===== config.mk =====
export PLATFORM = sky130hd
export DESIGN_NAME = lps_out_q
export DESIGN_NICKNAME = d
export VERILOG_FILES = /design/src/design/lps_pkg.sv /design/src/design/lps_out_q.sv
export SDC_FILE = /design/constraint.sdc
export NUM_CORES = 2
export LEC_CHECK = 0
export BUFFER_PORTS_ARGS = -buffer_cell sky130_fd_sc_hd__buf_2
export CORE_MARGIN = 5
export CORE_UTILIZATION = 62
export DETAILED_ROUTE_END_ITERATION = 7
export GPL_ROUTABILITY_DRIVEN = 0
export MAX_ROUTING_LAYER = met4
export PLACE_DENSITY = 0.87
export REMOVE_ABC_BUFFERS = 1
export SYNTH_ARGS = -nofsm -noshare
export SYNTH_HDL_FRONTEND = slang
export SYNTH_MEMORY_MAX_BITS = 65536
export SYNTH_SLANG_ARGS = --single-unit
export TNS_END_PERCENT = 1

===== constraint.sdc =====
create_clock -name clk -period 8.2 [get_ports clk]
set_clock_uncertainty 0.1 [all_clocks]
set_input_delay 0 -clock clk [delete_from_list [all_inputs] [get_ports clk]]
set_output_delay 0 -clock clk [all_outputs]
set_load 0.02 [all_outputs]

===== src/design/lps_pkg.sv =====
// Shared constants, types and tables of the line pair scorer.
`timescale 1ns / 1ps
`default_nettype none

package lps_pkg;

    localparam int COORD_BITS      = 11;
    localparam int ANGLE_FRAC_BITS = 8;

    localparam int ANGLE_W      = 8 + ANGLE_FRAC_BITS;
    localparam int LEN_W        = 2 * COORD_BITS + 1;
    localparam int FINE_FRAC    = 16;
    localparam int CORDIC_STEPS = 20;
    localparam int PRESHIFT     = 24;
    localparam int CX_W         = COORD_BITS + PRESHIFT + 3;
    localparam int Z_W          = 24;
    localparam int FINE_W       = Z_W + 1;
    localparam int RND_SH       = FINE_FRAC - ANGLE_FRAC_BITS;

    localparam int BETA_W = 16;
    localparam int AVG_W  = 48;
    localparam int MAP_W  = 16;
    localparam int CFG_IDX_W  = 2;
    localparam int CFG_DATA_W = 48;

    localparam int SCORE_W = 58;

    // back end widths
    localparam int SUM_W   = ANGLE_W + 1;
    localparam int MAP2_W  = MAP_W + 1;
    localparam int OFFS_W  = ((SUM_W > MAP2_W) ? SUM_W : MAP2_W) + 1;
    localparam int OFF_W   = OFFS_W - 1;
    localparam int DPROD_W = OFF_W + SUM_W;
    localparam int D_W     = DPROD_W - 2 * ANGLE_FRAC_BITS;
    localparam int LS_W    = LEN_W + 1;
    localparam int LSQ_W   = 2 * LS_W;
    localparam int T_W     = ((LSQ_W > AVG_W) ? LSQ_W : AVG_W) + 2;
    localparam int MAG_W   = T_W - 1;
    localparam int BFRAC   = 8;
    localparam int MH_W    = MAG_W - BFRAC;
    localparam int MH_LO_W = 24;
    localparam int MH_HI_W = MH_W - MH_LO_W;
    localparam int PROD_W  = BETA_W + MH_W + 1;
    localparam int P_W     = SCORE_W + 1;
    localparam int S_W     = P_W + 1;

    localparam int FRONT_LAT = CORDIC_STEPS + 3;
    localparam int BACK_LAT  = 9;

    localparam int MID_DEPTH = 32;
    localparam int MID_AW    = $clog2(MID_DEPTH);
    localparam int MID_CW    = $clog2(MID_DEPTH + 1);
    localparam int OUT_DEPTH = 32;
    localparam int OUT_AW    = $clog2(OUT_DEPTH);
    localparam int OUT_CW    = $clog2(OUT_DEPTH + 1);
    localparam int FCNT_W    = $clog2(FRONT_LAT + 1);
    localparam int BCNT_W    = $clog2(BACK_LAT + 1);

    localparam logic [BETA_W-1:0] BETA_RESET = BETA_W'(256);
    localparam logic [AVG_W-1:0]  AVG_RESET  = '0;
    localparam logic [MAP_W-1:0]  MAP_RESET  = MAP_W'(90 << ANGLE_FRAC_BITS);

    localparam logic [ANGLE_W-1:0] ANGLE_90   = ANGLE_W'(90 << ANGLE_FRAC_BITS);
    localparam logic [ANGLE_W-1:0] ANGLE_WRAP = ANGLE_W'(180 << ANGLE_FRAC_BITS);
    localparam logic [SUM_W-1:0]   ANGLE_TOL  = SUM_W'(10 << ANGLE_FRAC_BITS);

    localparam logic signed [Z_W-1:0] NINETY_FINE = Z_W'(90 << FINE_FRAC);
    localparam logic [FINE_W-1:0] ONE_EIGHTY_FINE = FINE_W'(180 << FINE_FRAC);
    localparam logic [FINE_W-1:0] RND_HALF = FINE_W'(1 << (RND_SH - 1));
    localparam logic [FINE_W-1:0] WRAP_Q   = FINE_W'(180 << ANGLE_FRAC_BITS);

    localparam logic [SCORE_W-1:0] SCORE_MAX_U = SCORE_W'((64'd1 << (SCORE_W - 1)) - 1);
    localparam logic signed [S_W-1:0] SAT_MAX = S_W'((64'sd1 <<< (SCORE_W - 1)) - 1);
    localparam logic signed [S_W-1:0] SAT_MIN = -(S_W'((64'sd1 <<< (SCORE_W - 1))));
    localparam logic signed [SCORE_W-1:0] REJECT_SCORE = SCORE_W'(-10000000);

    typedef enum logic [CFG_IDX_W-1:0] {
        CFG_BETA = 2'd0,
        CFG_AVG  = 2'd1,
        CFG_MAP  = 2'd2
    } cfg_idx_t;

    typedef struct packed {
        logic [BETA_W-1:0] beta;
        logic [AVG_W-1:0]  avg;
        logic [MAP_W-1:0]  map;
    } cfg_t;

    typedef struct packed {
        logic             vert;
        logic             horiz;
        logic             down;
        logic [LEN_W-1:0] len;
    } seg_flag_t;

    typedef struct packed {
        logic [ANGLE_W-1:0] angle_a;
        logic [ANGLE_W-1:0] angle_b;
        logic [LEN_W-1:0]   len_a;
        logic [LEN_W-1:0]   len_b;
    } seg_pair_t;

    typedef struct packed {
        logic signed [SCORE_W-1:0] score;
        logic                      rejected;
        seg_pair_t                 pair;
    } result_t;

    // atan(2^-i) in degrees with FINE_FRAC fraction bits
    function automatic logic signed [Z_W-1:0] atan_q16(input int i);
        logic signed [Z_W-1:0] v;
        case (i)
            0:  v = Z_W'(2949120);
            1:  v = Z_W'(1740967);
            2:  v = Z_W'(919879);
            3:  v = Z_W'(466945);
            4:  v = Z_W'(234379);
            5:  v = Z_W'(117304);
            6:  v = Z_W'(58666);
            7:  v = Z_W'(29335);
            8:  v = Z_W'(14668);
            9:  v = Z_W'(7334);
            10: v = Z_W'(3667);
            11: v = Z_W'(1833);
            12: v = Z_W'(917);
            13: v = Z_W'(458);
            14: v = Z_W'(229);
            15: v = Z_W'(115);
            16: v = Z_W'(57);
            17: v = Z_W'(29);
            18: v = Z_W'(14);
            19: v = Z_W'(7);
            default: v = '0;
        endcase
        return v;
    endfunction

endpackage

`default_nettype wire


===== src/design/lps_out_q.sv =====
// Result queue presenting finished scores to the consumer.
`timescale 1ns / 1ps
`default_nettype none

module lps_out_q (
    input  logic                       clk,
    input  logic                       rst_n,
    input  logic                       push,
    input  lps_pkg::result_t           wdata,
    input  logic                       pop,
    output lps_pkg::result_t           rdata,
    output logic                       empty,
    output logic [lps_pkg::OUT_CW-1:0] count
);
    import lps_pkg::*;

    result_t             mem_reg [OUT_DEPTH];
    logic [OUT_AW-1:0]   wr_ptr_reg;
    logic [OUT_AW-1:0]   rd_ptr_reg;
    logic [OUT_CW-1:0]   cnt_reg;
    logic [OUT_CW-1:0]   cnt_next;

    // store the finished transaction
    always_ff @(posedge clk)
    begin
        if (push)
            mem_reg[wr_ptr_reg] <= wdata;
    end

    // track pointers and fill level
    always_comb
    begin
        cnt_next = cnt_reg;
        if (push && !pop)
            cnt_next = cnt_reg + 1'b1;
        else if (!push && pop)
            cnt_next = cnt_reg - 1'b1;
    end

    always_ff @(posedge clk or negedge rst_n)
    begin
        if (!rst_n)
        begin
            wr_ptr_reg <= '0;
            rd_ptr_reg <= '0;
            cnt_reg    <= '0;
        end
        else
        begin
            if (push)
                wr_ptr_reg <= wr_ptr_reg + 1'b1;
            if (pop)
                rd_ptr_reg <= rd_ptr_reg + 1'b1;
            cnt_reg <= cnt_next;
        end
    end

    assign rdata = mem_reg[rd_ptr_reg];
    assign empty = (cnt_reg == '0);
    assign count = cnt_reg;

endmodule

`default_nettype wire


==> impl_metrics.py <==
metrics = {
    "run_status": {
        "status": "complete, no violations",
    },
    "cts": {
        "clock_latency_ns": 0.95,
        "numCtsBuffers": 415,
        "cts_root_buf": "clkbuf_16",
        "clk_pin_slew_ns": 0.07,
        "clockBufferDepth": 4,
        "cts_resized": 0,
        "post_cts_buffers": 0,
        "cts_max_level": 5,
        "cts_tree": "built",
        "cts_sinks": 4400,
    },
    "sta": {
        "maxSlewViolCount": 0,
        "min_period_over_period": 0.7892,
        "setup_slack_ns": 1.729,
        "setup_viol": 0,
        "min_period_ns": 6.471,
        "fmax_mhz": 154.5,
        "final_hold_viol_count": 0,
        "tightest_slew_ns": 1.457,
        "slew_headroom": 0.02627,
        "grt_setup_unrepaired": "no",
    },
    "critical_path": {
        "crit_cells": 6,
        "reg2reg_from": "wr_ptr_reg[1]",
        "max_stage_delay_ns": 1.33,
        "worst-setup-path-type": "reg2out",
        "rr_endpoint": "mem_reg[21][36]",
        "slowest_stage": "dfrtp_4",
        "cp_max_fo": 168,
        "crit_chain": "buf_12 > buf_4 > mux4_2 > o22ai_1 > a211oi_1 > buf_2",
        "ff2ff_setup_slack_ns": 3.99,
        "worst-path-buf-inv": 3,
        "end_kind": "output pin",
        "crit_family": "buffers and inverters",
        "worstPathRequired_ns": 8.10,
        "crit_end": "rdata[120]",
        "cp-startpoint": "rd_ptr_reg[1]",
        "reg2reg_depth": 6,
        "cp-start-kind": "register",
        "cp_data_arrival_time_ns": 6.37,
    },
    "global_route": {
        "grt_pass1_wl_um": 708100,
        "grt-ovfl-total": 0,
        "track_usage": 0.3802,
        "grt_pass1_vias": 92020,
        "antenna_found_initial": 57,
        "grt_max_degree": 176,
    },
    "synth": {
        "synth-compound-area-share": 0.03507,
        "synth-main-ff-cell": "edfxtp_1",
        "synth_edf_count": 4384,
        "synth_xor_area_frac": 0.0006370,
        "synth_cell_type_count": 44,
        "syn_avg_cell_area_um2": 23.61,
        "syn_area_um2": 165000,
        "muxShareOfSynthArea": 0.1477,
        "synth-seq-cells": 4400,
        "synth_top_family_by_area": "multiplexers",
        "yosys.area_share.simple": 0.002396,
        "async_flop_share": 0.003636,
        "synth-seq-area-share": 0.8004,
        "syn_inst": 6988,
        "synth_fa_ha_area_frac": 0.0008797,
        "ys_warn_count": 0,
    },
    "floorplan": {
        "die_x_um": 525.9,
        "die_y_um": 525.9,
        "core_um2": 265100,
        "rows": 189,
        "die-area_um2": 276500,
        "io-pin-count": 285,
        "initial_core_util": 0.6224,
    },
    "power_and_ir_drop": {
        "peakVddDrop_mv": 0.6940,
        "p_leak_nw": 58.49,
        "powerDensity_nw_per_um2": 354.8,
        "power_w": 0.06615,
    },
    "final_layout": {
        "largest_reg_flops": 4384,
        "final_common_cell": "edfxtp_1",
        "final_cell_area_um2": 186400,
        "fin_cells": 11560,
        "most-common-layout-cells": "edfxtp_1 (4384), mux4_2 (957), clkbuf_16 (420)",
        "area_growth_pct": 13.00,
        "fin_util": 0.7033,
        "drive_gt1_frac": 0.2557,
        "nets": 7770,
    },
    "detailed_routing": {
        "wl_um": 511500,
        "wl_per_cell_um": 44.26,
        "drt_iter0_drc": 17710,
        "vias_per_cell": 7.697,
        "drcViolationCount": 0,
        "vias": 88970,
        "first_pass_iters": 8,
        "antenna_left": 0,
    },
    "place": {
        "port_buffers": 284,
        "hpwlAfterDp_um": 213100,
        "dp.cells": 10540,
        "placed_cell_area_um2": 170600,
        "place_ws_ns": 3.280,
    },
    "worst_hold_path": {
        "hold_class": "in2reg",
    },
    "run": {
        "maxCapViolCount": 0,
    },
}
[metal layers]
| layer | track usage | up-vias | share of wire |
|---|---|---|---|
| li1 | - | 31680 | - |
| met1 | 0.4501 | 44380 | 0.29 |
| met2 | 0.5895 | 10310 | 0.49 |
| met3 | 0.09287 | 2595 | 0.15 |
| met4 | 0.2496 | 0 | 0.083 |
| met5 | - | - | 0 |
[cells in the mapped netlist (all sizes together) (10+ instances only)]
cell type | n | area (µm²)
clkbuf | 157 | 589.3
buf | 245 | 1524
a21oi | 139 | 695.7
dfrtp | 16 | 400.4
a211oi | 137 | 1069
nand2 | 17 | 63.81
ha | 10 | 125.1
o22ai | 273 | 1708
a22oi | 136 | 1021
o221ai | 137 | 1200
edfxtp | 4384 | 131600
nor2 | 34 | 127.6
mux2i | 277 | 2773
mux4 | 957 | 21550
[layout make-up]
type | count | area (µm²)
well taps | 3533 | 4420
fillers | 13630 | 78660
repair buffers | 615 | 4952
diodes | 55 | 137.6
clock buffers | 504 | 10870
flip-flops and latches | 4400 | 132100
inverters | 6 | 27.53
clock inverters | 265 | 2833
multi-input cells | 2180 | 31130
[report_power, final]
group          internal, W  leakage [nW]  switching (W)
Clock               0.0111          6.68        0.00886
Combinational      0.00710          12.1         0.0122
Sequential          0.0261          39.7       0.000750
Total               0.0443          58.5         0.0218
[kinds of logic after synthesis]
logic type               count (synthesis)
AO/OA/AOI/OAI                          837
XOR/XNOR                                12
adder cells (fa/ha/maj)                 11
buffers and inverters                  408
flip-flops                            4400
multiplexers                          1238
AND/OR/NAND/NOR                         82
[stage by stage]
step / TNS, ns / hold slack, ns
2_1_floorplan: -5545.38 / -0.3956
3_5_place_dp: 0 / -0.1173
5_1_grt: 0 / 0.02227
4_1_cts: 0 / 0.001857
3_3_place_gp: 0 / -0.1299
6_report: 0 / 0.03544
[timing repair]
item	CTS	global route
setup endpoints to repair	0	0
hold endpoints to repair	4415	0
hold buffers	193	0
[worst min-delay path by stage]
| stage | end | slack [ns] | start | cells past startpoint |
|---|---|---|---|---|
| floorplan | count[0] | -0.40 | rst_n | 0 |
| global placement | count[5] | -0.13 | rst_n | 1 |
| detailed placement | count[3] | -0.12 | rst_n | 1 |
| CTS | mem_reg[8][129] | 0.002 | wdata[129] | 2 |
| global route | mem_reg[15][96] | 0.02 | wdata[96] | 2 |
| finish | mem_reg[8][129] | 0.04 | wdata[129] | 2 |
[worst register-to-register path, stage by stage, from the launching register on]
cell     delay [ns]
dfrtp_1        0.42
inv_1          0.13
ha_1           0.17
nand2_1        0.45
nor2_4         0.87
buf_12         0.68
buf_4          0.94
Power figures use the tool's default switching activity.
